**src/hdl/cpg_pkg.sv**
```systemverilog
package cpg_pkg;

   localparam int COORD_BITS = 12;
   localparam int IN_COORD_BITS = 12;
   localparam int RADIUS_BITS = 11;
   localparam int OFF_BITS = 11;
   localparam int DEC_BITS = 16;
   localparam int PT_BITS = 14;
   localparam int POINTS_PER_STEP = 8;
   localparam int IDX_BITS = $clog2(POINTS_PER_STEP);
   localparam logic [IDX_BITS-1:0] LAST_IDX = IDX_BITS'(POINTS_PER_STEP - 1);

   localparam logic REQ_START = 1'b0;
   localparam logic REQ_ADVANCE = 1'b1;

   localparam logic [DEC_BITS-1:0] DEC_INIT = DEC_BITS'(3);
   localparam logic [DEC_BITS-1:0] DEC_INC_LOW = DEC_BITS'(6);
   localparam logic [DEC_BITS-1:0] DEC_INC_HIGH = DEC_BITS'(10);

   typedef struct packed {
      logic [COORD_BITS-1:0] cx;
      logic [COORD_BITS-1:0] cy;
      logic [OFF_BITS-1:0]   a;
      logic [OFF_BITS-1:0]   b;
      logic                  done;
   } cpg_job_type;

   function automatic logic [PT_BITS-1:0] coord_to_pt(input logic [COORD_BITS-1:0] c);
      logic [31:0] t;
      t = 32'(c);
      return t[PT_BITS-1:0];
   endfunction

endpackage

```
**src/hdl/cpg_req_if.sv**
```systemverilog
interface cpg_req_if import cpg_pkg::*; ();
   logic                     valid;
   logic                     ready;
   logic                     req_type;
   logic [IN_COORD_BITS-1:0] center_x;
   logic [IN_COORD_BITS-1:0] center_y;
   logic [RADIUS_BITS-1:0]   radius;

   modport source (output valid, output req_type, output center_x, output center_y,
                   output radius, input ready);
   modport sink (input valid, input req_type, input center_x, input center_y,
                 input radius, output ready);
endinterface

```
**src/hdl/cpg_rsp_if.sv**
```systemverilog
interface cpg_rsp_if import cpg_pkg::*; ();
   logic               valid;
   logic               ready;
   logic [PT_BITS-1:0] point_x;
   logic [PT_BITS-1:0] point_y;
   logic               last_of_step;
   logic               circle_done;

   modport source (output valid, output point_x, output point_y, output last_of_step,
                   output circle_done, input ready);
   modport sink (input valid, input point_x, input point_y, input last_of_step,
                 input circle_done, output ready);
endinterface

```
**src/hdl/circle_point_generator.sv**
```systemverilog
// Channel   Direction  Transaction
// req_chan  in         start (center, radius) or advance one octant step
// rsp_chan  out        one mirrored pixel with step-end and done flags
//
// A start transaction gives no pixels. An advance transaction, while a
// circle is active, gives eight pixels, one per cycle while rsp_chan.ready
// is high; the point emitter has a single result port. One step can wait
// in a holding slot while the previous one drains; req_chan stalls only
// while that slot is full. Reset is synchronous and returns the rasterizer
// to idle, clearing the core state and the emitter's valid flags and index.
module circle_point_generator import cpg_pkg::*; (
   input  logic      clock,
   input  logic      reset,
   cpg_req_if.sink   req_chan,
   cpg_rsp_if.source rsp_chan
);

   cpg_job_type job;
   logic        job_valid;
   logic        job_ready;

   cpg_core u_core (
      .clock     (clock),
      .reset     (reset),
      .req_chan  (req_chan),
      .job_ready (job_ready),
      .job_valid (job_valid),
      .job       (job)
   );

   cpg_emit u_emit (
      .clock     (clock),
      .reset     (reset),
      .job_valid (job_valid),
      .job       (job),
      .job_ready (job_ready),
      .rsp_chan  (rsp_chan)
   );

endmodule

```
**src/hdl/cpg_core.sv**
```systemverilog
module cpg_core import cpg_pkg::*; (
   input  logic         clock,
   input  logic         reset,
   cpg_req_if.sink      req_chan,
   input  logic         job_ready,
   output logic         job_valid,
   output cpg_job_type  job
);

   logic [COORD_BITS-1:0] cx_ff, cx_in;
   logic [COORD_BITS-1:0] cy_ff, cy_in;
   logic [OFF_BITS-1:0]   xo_ff, xo_in;
   logic [OFF_BITS-1:0]   yo_ff, yo_in;
   logic [DEC_BITS-1:0]   dec_ff, dec_in;
   logic                  active_ff, active_in;

   logic                  accept;
   logic                  dec_pos;
   logic [DEC_BITS-1:0]   a_ext;
   logic [DEC_BITS-1:0]   b_ext;
   logic [DEC_BITS-1:0]   dec_step;
   logic signed [OFF_BITS+1:0] a_next;
   logic signed [OFF_BITS+1:0] b_next;
   logic                  done;

   assign req_chan.ready = job_ready;
   assign accept = req_chan.valid && job_ready;

   always_comb begin
      a_ext = DEC_BITS'(xo_ff);
      b_ext = DEC_BITS'(yo_ff);
      dec_pos = !dec_ff[DEC_BITS-1] && (dec_ff != '0);
      a_next = $signed({2'b00, xo_ff}) + $signed((OFF_BITS+2)'(1));
      if (dec_pos) begin
         dec_step = dec_ff + ((a_ext - b_ext) << 2) + DEC_INC_HIGH;
         b_next = $signed({2'b00, yo_ff}) - $signed((OFF_BITS+2)'(1));
      end else begin
         dec_step = dec_ff + (a_ext << 2) + DEC_INC_LOW;
         b_next = $signed({2'b00, yo_ff});
      end
      done = a_next > b_next;

      cx_in = cx_ff;
      cy_in = cy_ff;
      xo_in = xo_ff;
      yo_in = yo_ff;
      dec_in = dec_ff;
      active_in = active_ff;
      job_valid = 1'b0;
      if (accept) begin
         if (req_chan.req_type == REQ_START) begin
            cx_in = COORD_BITS'(req_chan.center_x);
            cy_in = COORD_BITS'(req_chan.center_y);
            xo_in = '0;
            yo_in = OFF_BITS'(req_chan.radius);
            dec_in = DEC_INIT - (DEC_BITS'(req_chan.radius) << 1);
            active_in = 1'b1;
         end else if (active_ff) begin
            xo_in = a_next[OFF_BITS-1:0];
            yo_in = b_next[OFF_BITS-1:0];
            dec_in = dec_step;
            active_in = !done;
            job_valid = 1'b1;
         end
      end

      job.cx = cx_ff;
      job.cy = cy_ff;
      job.a = xo_ff;
      job.b = yo_ff;
      job.done = done;
   end

   always_ff @(posedge clock) begin
      if (reset) begin
         cx_ff <= '0;
         cy_ff <= '0;
         xo_ff <= '0;
         yo_ff <= '0;
         dec_ff <= '0;
         active_ff <= 1'b0;
      end else begin
         cx_ff <= cx_in;
         cy_ff <= cy_in;
         xo_ff <= xo_in;
         yo_ff <= yo_in;
         dec_ff <= dec_in;
         active_ff <= active_in;
      end
   end

endmodule

```
**src/hdl/cpg_emit.sv**
```systemverilog
module cpg_emit import cpg_pkg::*; (
   input  logic         clock,
   input  logic         reset,
   input  logic         job_valid,
   input  cpg_job_type  job,
   output logic         job_ready,
   cpg_rsp_if.source    rsp_chan
);

   cpg_job_type           pend_ff, pend_in;
   logic                  pend_valid_ff, pend_valid_in;
   cpg_job_type           cur_ff, cur_in;
   logic                  cur_valid_ff, cur_valid_in;
   logic [IDX_BITS-1:0]   idx_ff, idx_in;

   logic                  fire;
   logic                  cur_free;
   logic [PT_BITS-1:0]    cx_pt;
   logic [PT_BITS-1:0]    cy_pt;
   logic [PT_BITS-1:0]    a_pt;
   logic [PT_BITS-1:0]    b_pt;
   logic [PT_BITS-1:0]    u_pt;
   logic [PT_BITS-1:0]    v_pt;

   assign job_ready = !pend_valid_ff;

   always_comb begin
      fire = cur_valid_ff && rsp_chan.ready;
      cur_free = !cur_valid_ff || (fire && idx_ff == LAST_IDX);

      pend_in = pend_ff;
      pend_valid_in = pend_valid_ff;
      cur_in = cur_ff;
      cur_valid_in = cur_valid_ff;
      idx_in = fire ? idx_ff + IDX_BITS'(1) : idx_ff;

      if (cur_free) begin
         idx_in = '0;
         if (pend_valid_ff) begin
            cur_in = pend_ff;
            cur_valid_in = 1'b1;
            pend_valid_in = 1'b0;
         end else if (job_valid) begin
            cur_in = job;
            cur_valid_in = 1'b1;
         end else begin
            cur_valid_in = 1'b0;
         end
      end else if (job_valid) begin
         pend_in = job;
         pend_valid_in = 1'b1;
      end
   end

   always_comb begin
      cx_pt = coord_to_pt(cur_ff.cx);
      cy_pt = coord_to_pt(cur_ff.cy);
      a_pt = PT_BITS'(cur_ff.a);
      b_pt = PT_BITS'(cur_ff.b);
      if (idx_ff[IDX_BITS-1]) begin
         u_pt = b_pt;
         v_pt = a_pt;
      end else begin
         u_pt = a_pt;
         v_pt = b_pt;
      end
      rsp_chan.point_x = idx_ff[1] ? cx_pt - u_pt : cx_pt + u_pt;
      rsp_chan.point_y = idx_ff[0] ? cy_pt - v_pt : cy_pt + v_pt;
      rsp_chan.last_of_step = idx_ff == LAST_IDX;
      rsp_chan.circle_done = cur_ff.done;
      rsp_chan.valid = cur_valid_ff;
   end

   always_ff @(posedge clock) begin
      pend_ff <= pend_in;
      cur_ff <= cur_in;
      if (reset) begin
         pend_valid_ff <= 1'b0;
         cur_valid_ff <= 1'b0;
         idx_ff <= '0;
      end else begin
         pend_valid_ff <= pend_valid_in;
         cur_valid_ff <= cur_valid_in;
         idx_ff <= idx_in;
      end
   end

endmodule
```
**src/flat_wrapper.sv**
```systemverilog
// flat-port wrapper written by rule: the top's interface ports become plain ports
module circle_point_generator_flat import cpg_pkg::*;
  (clock, reset, req_chan_valid, req_chan_req_type, req_chan_center_x, req_chan_center_y, req_chan_radius, req_chan_ready, rsp_chan_valid, rsp_chan_point_x, rsp_chan_point_y, rsp_chan_last_of_step, rsp_chan_circle_done, rsp_chan_ready);
  cpg_req_if req_chan_i ();
  cpg_rsp_if rsp_chan_i ();
  input  logic clock;
  input  logic reset;
  input wire logic [$bits(req_chan_i.valid)-1:0] req_chan_valid;
  input wire logic [$bits(req_chan_i.req_type)-1:0] req_chan_req_type;
  input wire logic [$bits(req_chan_i.center_x)-1:0] req_chan_center_x;
  input wire logic [$bits(req_chan_i.center_y)-1:0] req_chan_center_y;
  input wire logic [$bits(req_chan_i.radius)-1:0] req_chan_radius;
  output wire logic [$bits(req_chan_i.ready)-1:0] req_chan_ready;
  output wire logic [$bits(rsp_chan_i.valid)-1:0] rsp_chan_valid;
  output wire logic [$bits(rsp_chan_i.point_x)-1:0] rsp_chan_point_x;
  output wire logic [$bits(rsp_chan_i.point_y)-1:0] rsp_chan_point_y;
  output wire logic [$bits(rsp_chan_i.last_of_step)-1:0] rsp_chan_last_of_step;
  output wire logic [$bits(rsp_chan_i.circle_done)-1:0] rsp_chan_circle_done;
  input wire logic [$bits(rsp_chan_i.ready)-1:0] rsp_chan_ready;
  assign req_chan_i.valid = req_chan_valid;
  assign req_chan_i.req_type = req_chan_req_type;
  assign req_chan_i.center_x = req_chan_center_x;
  assign req_chan_i.center_y = req_chan_center_y;
  assign req_chan_i.radius = req_chan_radius;
  assign req_chan_ready = req_chan_i.ready;
  assign rsp_chan_valid = rsp_chan_i.valid;
  assign rsp_chan_point_x = rsp_chan_i.point_x;
  assign rsp_chan_point_y = rsp_chan_i.point_y;
  assign rsp_chan_last_of_step = rsp_chan_i.last_of_step;
  assign rsp_chan_circle_done = rsp_chan_i.circle_done;
  assign rsp_chan_i.ready = rsp_chan_ready;
  circle_point_generator u_core (.clock(clock), .reset(reset), .req_chan(req_chan_i), .rsp_chan(rsp_chan_i));
endmodule
```
**config.mk**
```make
export PLATFORM = sky130hd
export DESIGN_NAME = circle_point_generator_flat
export DESIGN_NICKNAME = d
export VERILOG_FILES = /design/src/hdl/cpg_pkg.sv /design/src/hdl/cpg_req_if.sv /design/src/hdl/cpg_rsp_if.sv /design/src/hdl/circle_point_generator.sv /design/src/hdl/cpg_core.sv /design/src/hdl/cpg_emit.sv /design/src/flat_wrapper.sv
export SDC_FILE = /design/constraint.sdc
export NUM_CORES = 1
export LEC_CHECK = 0
export ABC_AREA = 0
export BUFFER_PORTS_ARGS = -buffer_cell sky130_fd_sc_hd__buf_4
export CORE_UTILIZATION = 25
export CTS_BUF_LIST = sky130_fd_sc_hd__clkbuf_16
export CTS_CLUSTER_DIAMETER = 40
export DETAILED_ROUTE_END_ITERATION = 10
export MAX_ROUTING_LAYER = met4
export PLACE_DENSITY_LB_ADDON = 0.05
export SETUP_SLACK_MARGIN = 0.15
export SLEW_MARGIN = 10
export SYNTH_ARGS = -nofsm -noshare
export SYNTH_HDL_FRONTEND = slang
export SYNTH_SLANG_ARGS = --single-unit
```
**constraint.sdc**
```tcl
create_clock -name clock -period 4 [get_ports clock]
set_clock_uncertainty 0.05 [all_clocks]
set_input_delay 0.4 -clock clock [delete_from_list [all_inputs] [get_ports clock]]
set_output_delay 0.4 -clock clock [all_outputs]
set_load 0.01 [all_outputs]
```
Word level (Yosys, flattened, before mapping)
Cells that the tools add are included.
{"block": "word_totals", "ff_bits": 162, "input_bits": 40, "out_inout_bits": 32, "word_cells": 74}
{"block": "classes", "addsub": 13, "magnitude_cmp": 1, "eq_ne": 2, "n_mux": 21, "n_bitwise": 2, "reduce_logical": 16}
{"operator": "47-bit 2-to-1 mux", "count": 2}
{"operator": "11-bit 2-to-1 mux", "count": 6}
{"operator": "16-bit 2-to-1 mux", "count": 3}
{"operator": "12-bit by 14-bit adder with 14-bit output", "count": 2}
{"operator": "14-bit 2-to-1 mux", "count": 2}
{"operator": "12-bit by 14-bit subtractor with 14-bit output", "count": 2}
{"operator": "16-bit by 13-bit adder with 16-bit output", "count": 1}
{"operator": "16-bit adder", "count": 1}
{"operator": "16-bit by 3-bit adder with 16-bit output (second input constant)", "count": 1}
{"operator": "16-bit by 4-bit adder with 16-bit output (second input constant)", "count": 1}
{"operator": "16-bit nonzero test", "count": 1}
{"operator": "13-bit > comparator", "count": 1}
{"operator": "13-bit 2-to-1 mux", "count": 1}
{"operator": "2-bit by 12-bit subtractor with 13-bit output (first input constant)", "count": 1}
{"operator": "11-bit by 1-bit adder with 12-bit output (second input constant)", "count": 1}
{"operator": "11-bit by 1-bit subtractor with 12-bit output (second input constant)", "count": 1}
{"operator": "11-bit by 11-bit subtractor with 12-bit output", "count": 1}
{"operator": "2-bit AND reduction", "count": 4}
{"operator": "1-bit 2-to-1 mux", "count": 7}
{"operator": "1-bit logical AND", "count": 4}
{"operator": "1-bit logical NOT", "count": 4}
{"operator": "3-bit by 1-bit adder with 3-bit output (second input constant)", "count": 1}
{"operator": "3-bit == test (second input constant)", "count": 1}
{"operator": "2-bit by 1-bit inequality test with 1-bit output (second input constant)", "count": 1}
{"operator": "other kinds (4)", "count": 5}

Longest topological paths before layout
Gate-level depths: netlist of the first run.
{"block": "logic_depth", "depth_word": 7, "ltp_mapped": 20, "ltp_nobuf": 20}

Cells and area by module
Synthesis of the first run repeated with hierarchy kept, for this count alone.
{"block": "hier_totals", "cells_unflattened": 1233, "area_unflattened_um2": 11466.0}
{"mod": "cpg_emit", "instances": 1, "cells_per_inst": 518, "area_per_inst_um2": 6040.8, "seq_area_each_um2": 2922.8}
{"mod": "cpg_core", "instances": 1, "cells_per_inst": 715, "area_per_inst_um2": 5425.2, "seq_area_each_um2": 1261.2}

Least setup slack after synthesis of the first run
Ideal clock, no wire load.
{"block": "synth_timing", "path_type": "register to register", "startpoint": "register u_core.u_emit.pend_valid_ff", "endpoint": "register u_core.u_emit.cur_ff, in the netlist u_core.u_emit.a_pt[0] (enable)", "setup_time_ps": 467, "arrival_time_ps": 3511, "t_required_ps": 3483, "slack_ps": -28, "path_stages_with_launch": 7, "n_path_buf": 1, "period_less_slack_ps": 4028, "path_cell_list": "dfxtp_1 clkbuf_1 and2b_1 o21ai_1 nor2_1 nor2_1 a21oi_1"}
{"block": "synth_between", "elab_chain_cells": 5}
{"element": "start, declared", "line_no": "cpg_emit.sv:11", "text": "logic pend_valid_ff, pend_valid_in;"}
{"element": "start signal, assigned", "line_no": "cpg_emit.sv:82", "text": "pend_valid_ff <= pend_valid_in;"}
{"element": "1-bit logical NOT", "line_no": "cpg_emit.sv:25", "text": "assign job_ready = !pend_valid_ff;"}
{"element": "1-bit logical AND", "line_no": "cpg_core.sv:27", "text": "assign accept = req_chan.valid && job_ready;"}
{"element": "1-bit 2-to-1 mux", "line_no": "cpg_core.sv:50", "text": "if (accept) begin"}
{"element": "2-bit nonzero test (no source line) (*)"}
{"element": "2-bit AND reduction (no source line) (*)"}
{"element": "end signal, assigned", "line_no": "cpg_emit.sv:76", "text": "cur_ff <= cur_in;"}
{"element": "end, declared", "line_no": "cpg_emit.sv:12", "text": "cpg_job_type cur_ff, cur_in;"}
Mark *: on every way between the ends. The rest lies on a longest branch, timed or not.
A chain may end at the register's enable or synchronous reset.

Worst setup path in the final report of the first run
{"block": "layout_timing", "startpoint": "register u_core.u_core.xo_ff[0]", "endpoint": "register u_core.u_core.dec_ff[13]"}
{"block": "layout_between", "elab_chain_cells": 6, "elab_cells_between_ends": 8, "classes_between": "add/sub: 5; mux: 3"}
{"element": "start, declared", "line_no": "cpg_core.sv:12", "text": "logic [OFF_BITS-1:0] xo_ff, xo_in;"}
{"element": "start signal, assigned", "line_no": "cpg_core.sv:85", "text": "xo_ff <= xo_in;"}
{"element": "11-bit by 11-bit subtractor with 12-bit output", "line_no": "cpg_core.sv:35", "text": "dec_step = dec_ff + ((a_ext - b_ext) << 2) + DEC_INC_HIGH;"}
{"element": "16-bit adder", "line_no": "cpg_core.sv:35"}
{"element": "16-bit by 4-bit adder with 16-bit output", "line_no": "cpg_core.sv:35"}
{"element": "16-bit 2-to-1 mux (*)", "line_no": "cpg_core.sv:34", "text": "if (dec_pos) begin"}
{"element": "16-bit 2-to-1 mux (*)", "line_no": "cpg_core.sv:58", "text": "end else if (active_ff) begin"}
{"element": "16-bit 2-to-1 mux (*)", "line_no": "cpg_core.sv:51", "text": "if (req_chan.req_type == REQ_START) begin"}
{"element": "end signal, assigned", "line_no": "cpg_core.sv:87", "text": "dec_ff <= dec_in;"}
{"element": "end, declared", "line_no": "cpg_core.sv:14", "text": "logic [DEC_BITS-1:0] dec_ff, dec_in;"}
Mark *: on every way between the ends. The rest lies on a longest branch, timed or not. The select of a mux whose other input is x is not followed.

==> flow_summary.toml, run 1 <==
[timing]
maxSlewViolCount = 0
setup_ws_ns = 0.147
fin_crit_sh_pct = 96.3
post-route-min-period_ns = 3.85
grt_setup_unrepaired = "true"
tightest_slew_ns = 0.954
setup-tns-final_ns = 0
max_freq_ghz = 0.260
hold_viol = 0
max-slew-margin-rel_pct = 36.2
finalSetupViolations = 0

[cts]
clk_path_buf_depth = 2
cts_tree = "done"
ctsHoldBuffers = 0
clkLatencyLatePin_ns = 0.45
clk_pin_slew_ns = 0.07
cts_made_buffers = 17
htreeDepth = 4
cts_root_buf = "clkbuf_16"
clock-sinks = 162

[synth]
syn-num-nets = 1340
ys_seq_area_share_pct = 38.0
syn-instance-count = 1171
yosysTopAreaCell = "edfxtp_1"
synth_enable_flop_cells = 94
syn_area_um2 = 11000
synth-seq-cells = 162
synth_top_area_share_pct = 25.7
synth.avg_cell_area_um2 = 9.39
ys_top_cells_by_area = "edfxtp_1, ha_1, dfxtp_1, a21oi_1, mux2_2"
yosys_warnings = 0
synthDistinctLibCells = 69
synth_ff_type = "edfxtp_1"
synthArstFlopShare_pct = 0

[die]
die_area_um2 = 44800
chipWidth_um = 212
coreArea_um2 = 43300
ios = 72
initial_utilization_pct = 25.4
rows = 76
die_h_um = 212

[finish]
stdcell_count = 1897
nets = 1468
n_antenna_cell = 0
layout-drive-gt1-share_pct = 23.4
utilization_pct = 31.9
fillers = 4550
syn_to_final_growth_pct = 25.3

[drt]
first_iter_violations = 342
drt_wl_total_um = 33700
vias = 8813
ant_nets = 0
first_pass_iters = 5
vias_per_cell = 4.65
routedWlPerCell_um = 17.8
drcViolationCount = 0

[grt]
grt_max_degree = 66
grt_pass1_vias = 8993
grtUsageTotal_pct = 16.0
grt_remaining_overflow = 0
antenna_found_initial = 0
grt_first_pass_wirelength_um = 52200

[setup_path]
path_class = "reg -> reg"
rr_startpoint = "u_core.u_core.xo_ff[0]$_SDFFE_PP0P_"
arrival_ns = 4.15
required_ns = 4.30
worst-r2r-cell-count = 22
cp_max_fo = 3
cp-start-kind = "register"
rrSetupSlack_ns = 0.15
timing.rr.end = "u_core.u_core.dec_ff[13]$_SDFFE_PP0P_"
endpoint_kind = "register"

[place]
gp_congestion = 0.803
post-place-ws_ns = -0.0648
port_buffers = 71
hpwl_um = 25100
dp_cells = 1851

[run_status]
status = "complete, no violations"

[power_and_ir_drop]
power.density_nw_per_um2 = 394
p_leak_nw = 5.68
pwr-share-seq_pct = 35.1
switching_power_mw = 1.87
p_int_mw = 3.56
power_frac_clock_pct = 29.3
p_sw_share_pct = 34.4
comb_power_share_pct = 35.6
peakVddDrop_mv = 0.246

[worst_hold_path]
worstHoldEndpoint = "u_core.u_core.cx_ff[9]$_SDFFE_PP0P_"
holdCritPathClass = "in -> reg"
hold_path_depth = 3
hp-start = "req_chan_center_x[9]"

[job]
cap_viol_max_count = 0
-- sequential cells by signal, summed over array words and instances, names as in the netlist --
register                            count
u_core.u_emit.pend_ff                  47
u_core.u_core.yo_ff                    11
u_core.u_emit.cur_ff                   24
u_core.u_emit.b_pt                     11
u_core.u_core.dec_ff                   16
u_core.u_core.cy_ff                    12
u_core.u_core.cx_ff                    12
u_core.u_core.active_ff                 1
u_core.u_emit.pend_valid_ff             1
u_core.u_core.xo_ff                    11
u_core.u_emit.a_pt                     11
u_core.u_emit.rsp_chan.circle_done      1
u_core.u_emit.rsp_chan.valid            1
u_core.u_emit.idx_ff                    3
-- how the worst max path moves through the flow --
stage	start	endpoint	slack (ns)	cells past startpoint
final	u_core.u_core.xo_ff[0]$_SDFFE_PP0P_	u_core.u_core.dec_ff[13]$_SDFFE_PP0P_	0.15	22
after global routing	u_core.u_core.xo_ff[0]$_SDFFE_PP0P_	u_core.u_core.dec_ff[13]$_SDFFE_PP0P_	-0.08	22
after CTS	u_core.u_emit.idx_ff[2]$_SDFFE_PP0P_	rsp_chan_point_y[11]	0.11	11
after detailed placement	u_core.u_core.xo_ff[0]$_SDFFE_PP0P_	u_core.u_core.dec_ff[15]$_SDFFE_PP0P_	-0.06	19
after global placement	u_core.u_core.xo_ff[0]$_SDFFE_PP0P_	u_core.u_core.dec_ff[15]$_SDFFE_PP0P_	-0.04	19
after floorplan	u_core.u_core.xo_ff[0]$_SDFFE_PP0P_	u_core.u_core.dec_ff[15]$_SDFFE_PP0P_	0.18	19
-- placed cells by master (no fill, tap or decap), drive strengths merged, types with 6 or more instances in the layout --
cell	n
a211oi	17
a21o	15
a21oi	119
a22oi	7
and3	8
buf	153
clkbuf	17
clkinv	7
dfxtp	68
edfxtp	94
fa	7
ha	122
inv	86
mux2	38
mux2i	27
nand2	113
nand2b	6
nand3	10
nor2	103
nor2b	13
nor3	30
o211ai	10
o21a	13
o21ai	60
o21bai	13
o22ai	6
xnor2	48
xor2	26
-- cell families (layout without fill, tap and decap cells) --
kind of cell               after synthesis  after routing  share of synthesized area (%)
DFF                                    162            162                           38.0
and+or+nand+nor                        311            311                           12.6
xor gates and xnor gates                74             74                           5.89
muxes                                   65             65                           6.35
AOI/OAI and AO/OA                      306            306                           17.4
adders and majority gates              129            129                           15.2
buffers and inverters                  124            265                           4.57
-- power by group through the flow --
stage / sequential, mW / clock, mW / combinational [mW]
2_1_floorplan: 1.92 / 0 / 1.22
3_3_place_gp: 1.94 / 0 / 1.83
3_5_place_dp: 1.94 / 0 / 1.82
4_1_cts: 1.90 / 1.65 / 1.87
5_1_grt: 1.92 / 1.72 / 2.15
6_report: 1.91 / 1.59 / 1.93
-- cell usage after synthesis (all sizes together), types with 6 or more instances --
master,n
xnor2,48
nor2b,13
and3,8
ha,122
clkbuf,37
inv,78
nand3,10
nand2,113
buf,7
nand2b,6
a21oi,119
edfxtp,94
fa,7
nor3,30
nor2,103
a22oi,7
dfxtp,68
o22ai,6
xor2,26
o21bai,13
mux2i,27
o211ai,10
mux2,38
o21a,13
a211oi,17
o21ai,60
a21o,15
-- worst max-delay path, cell delays in order, from the launching register on --
cell and delay (ns):
dfxtp_2 0.32, inv_2 0.07, ha_4 0.14, inv_2 0.03, fa_2 0.33, a21o_1 0.17, a21oi_2 0.16, o21bai_1 0.09
a21oi_2 0.22, o21bai_1 0.13, a21o_1 0.20, a21oi_2 0.14, xnor2_1 0.14, ha_1 0.29, ha_4 0.29, buf_6 0.09
nand4_1 0.10, o22ai_2 0.24, buf_4 0.15, a211oi_2 0.03, xnor2_1 0.13, o22ai_1 0.17, nor2_1 0.05
-- per-stage QoR --
stage | total power [mW] | cell area [um2] | hold slack (ns)
after floorplan | 3.14 | 11000 | 0.376
after global placement | 3.76 | 12600 | 0.390
after detailed placement | 3.76 | 12600 | 0.397
after CTS | 5.42 | 13300 | 0.121
after global routing | 5.79 | 13800 | 0.122
final | 5.43 | 13800 | 0.147
-- repair_timing --
item                       in CTS  in global routing
setup endpoints to repair      20                 18
cloned                          0                  0
buffers inserted                1                 13
resized for setup              35                 77
pin swaps                      21                 43
-- final cells by class --
cell class,instances,area [um2],share of cell area [%]
repair buffers,153,1200,8.72
inverters,80,303,2.20
flip-flops and latches,162,4190,30.4
clock inverters,15,119,0.862
multi-input cells,885,6810,49.4
clock buffers,17,425,3.09
well taps,585,732,5.31
-- layer usage --
layer | global-route usage (%) | up-vias | part of all wire [%]
met2 | 25.7 | 100 | 46
li1 | - | 4446 | -
met1 | 21.1 | 4252 | 50
met3 | 2.45 | 15 | 2.6
met4 | 3.52 | 0 | 0.98
met5 | - | - | 0
Note: power is estimated with default switching activity, not from simulation.
==> inputs of run 2 (changes only) <==
Clock period 4 ns to 4.2 ns, I/O delays scaled along.
==> run 2 against run 1 <==
Hold slack gained 0.018 ns. Combinational power shrank 11%. Clock-buffer cell count is the same. Register-to-register slack gained 0.14 ns. Power shrank 5.4%. Wire length shrank 0.85%. Critical endpoint is now u_core.u_core.dec_ff[15]$_SDFFE_PP0P_. Largest cell class unchanged. Largest power group is now registers. Highest routed layer unchanged.
==> flow_summary.toml, run 2 (synthesis results as in run 1) <==
[power_and_ir_drop]
peakVddDrop_mv = 0.257
power.density_nw_per_um2 = 390
p_leak_nw = 5.46
p_total_mw = 5.13

[setup_path]
path_class = "reg -> reg"
required_ns = 4.49
arrival_ns = 4.20
slowest_delay_ns = 0.41
worstPathCellList = "inv_1 -> ha_2 -> inv_1 -> fa_2 -> a21o_1 -> a21oi_2 -> o21bai_1 -> a21oi_2 -> xnor2_1 -> ha_1 -> ha_1 -> or3_1 -> o32ai_2 -> buf_4 -> o22ai_2 -> o22ai_2 -> xor2_1 -> xnor2_1 -> o21ai_1"
rrSetupSlack_ns = 0.28
cp_max_fo = 3
cp-start-kind = "register"
worst-r2r-cell-count = 19
timing.rr.end = "u_core.u_core.dec_ff[15]$_SDFFE_PP0P_"
crit_buf_inv = 3
rr_startpoint = "u_core.u_core.xo_ff[0]$_SDFFE_PP0P_"
cp_slowest_cell = "or3_1"
endpoint_kind = "register"
cpLargestDelayFamily = "compound AO/OA/AOI/OAI gates"

[cts]
clk_path_buf_depth = 2
cts_root_buf = "clkbuf_16"
htreeDepth = 4
clkLatencyLatePin_ns = 0.45
cts_made_buffers = 17
clk_pin_slew_ns = 0.07
cts_tree = "done"
clock-sinks = 162

[place]
port_buffers = 71
hpwl_um = 24700
gp_congestion = 0.773
dp_cells = 1828
dpl_cell_area_um2 = 12400

[grt]
grt_max_degree = 66
grt_pass1_vias = 8837
grtUsageTotal_pct = 16.0
antenna_found_initial = 0
grt_first_pass_wirelength_um = 52400
grt_remaining_overflow = 0

[timing]
max-slew-margin-rel_pct = 37.4
maxSlewViolCount = 0
tightest_slew_ns = 0.939
grt_setup_unrepaired = "true"
finalSetupViolations = 0
post-route-min-period_ns = 3.92
setup-tns-final_ns = 0
fin_crit_sh_pct = 93.2
max_freq_ghz = 0.255
holdWs_ns = 0.166
hold_viol = 0

[finish]
multi_input_area_um2 = 6470
layout_commonest_cell = "ha_1"
n_antenna_cell = 0
nets = 1434
stdcell_count = 1863
layout-drive-gt1-share_pct = 18.2
largest_registers = "u_core.u_emit.pend_ff (47), u_core.u_emit.cur_ff (24), u_core.u_core.dec_ff (16)"
regMostFlops = "u_core.u_emit.pend_ff"
syn_to_final_growth_pct = 19.7
seq_area_um2 = 4190
design_area_um2 = 13200
largest_reg_flops = 47
final_cell_mix = "ha_1, buf_4, a21oi_1"
fillers = 4584

[drt]
met1_length_um = 16900
vias = 8660
drcViolationCount = 0
vias_per_cell = 4.65
topRoutingLayerUsed = "met4"
routed-wl-met2_um = 15500
ant_nets = 0
drt_wl_total_um = 33400
first_pass_iters = 4
first_iter_violations = 441
routedWlPerCell_um = 18.0
wl_met3_um = 664

[die]
die_area_um2 = 44800
ios = 72
initial_utilization_pct = 25.4
chipWidth_um = 212
coreArea_um2 = 43300
rows = 76
die_h_um = 212

[worst_hold_path]
hold_path_depth = 3
holdCritPathClass = "in -> reg"
worstHoldEndpoint = "u_core.u_core.cy_ff[10]$_SDFFE_PP0P_"
hp-start = "req_chan_center_y[10]"

[job]
cap_viol_max_count = 0

[run_status]
status = "complete, no violations"
## run 2: layer usage
layer / GRT usage (%) / vias up
met4: 3.65 / 0
li1: - / 4390
met1: 21.3 / 4169
met3: 2.43 / 17
met2: 25.6 / 84
met5: - / -
## run 2: repair_timing
item,CTS,global route
buffers inserted,1,2
gates resized for setup,6,26
hold buffers,0,0
pin swaps,2,11
setup endpoints to repair,11,15
## run 2: area by class of cell
cell class / instances / area share [%]
clock buffers: 17 / 3.23
repair buffers: 119 / 6.81
inverters: 80 / 2.28
clock inverters: 15 / 1.20
well taps: 585 / 5.56
multi-input cells: 885 / 49.1
flip-flops and latches: 162 / 31.8
## run 2: worst max path at each step
stage	startpoint	endpoint	cells past startpoint
2_1_floorplan	u_core.u_emit.pend_valid_ff$_SDFFE_PP0P_	u_core.u_emit.a_pt[0]$_DFFE_PP_	6
4_1_cts	u_core.u_emit.idx_ff[2]$_SDFFE_PP0P_	rsp_chan_point_y[11]	11
5_1_grt	u_core.u_core.xo_ff[0]$_SDFFE_PP0P_	u_core.u_core.dec_ff[15]$_SDFFE_PP0P_	19
6_report	u_core.u_core.xo_ff[0]$_SDFFE_PP0P_	u_core.u_core.dec_ff[15]$_SDFFE_PP0P_	19
3_5_place_dp	u_core.u_core.xo_ff[0]$_SDFFE_PP0P_	u_core.u_core.dec_ff[15]$_SDFFE_PP0P_	21
3_3_place_gp	u_core.u_core.xo_ff[0]$_SDFFE_PP0P_	u_core.u_core.dec_ff[15]$_SDFFE_PP0P_	19
## run 2: report_power, final
part           internal (mW)  leakage [nW]  switching, mW  total [mW]
registers               1.75          1.46         0.0651        1.81
clock network          0.882         0.286          0.718        1.60
logic                  0.739          3.71          0.978        1.72
## run 2: tightest hold or removal path, delay by kind of cell
kind | cells | cell delay [ns]
and+or+nand+nor | 1 | 0.05
AOI/OAI and AO/OA | 1 | 0.05
buffers and inverters | 1 | 0.11
## run 2: through the flow
stage                     utilization, %  setup WS, ns
after global routing                30.4        0.0584
after CTS                           30.2         0.143
after floorplan                        -         0.172
after global placement              28.7     0.0000577
final                               30.4         0.285
after detailed placement            28.7       -0.0113
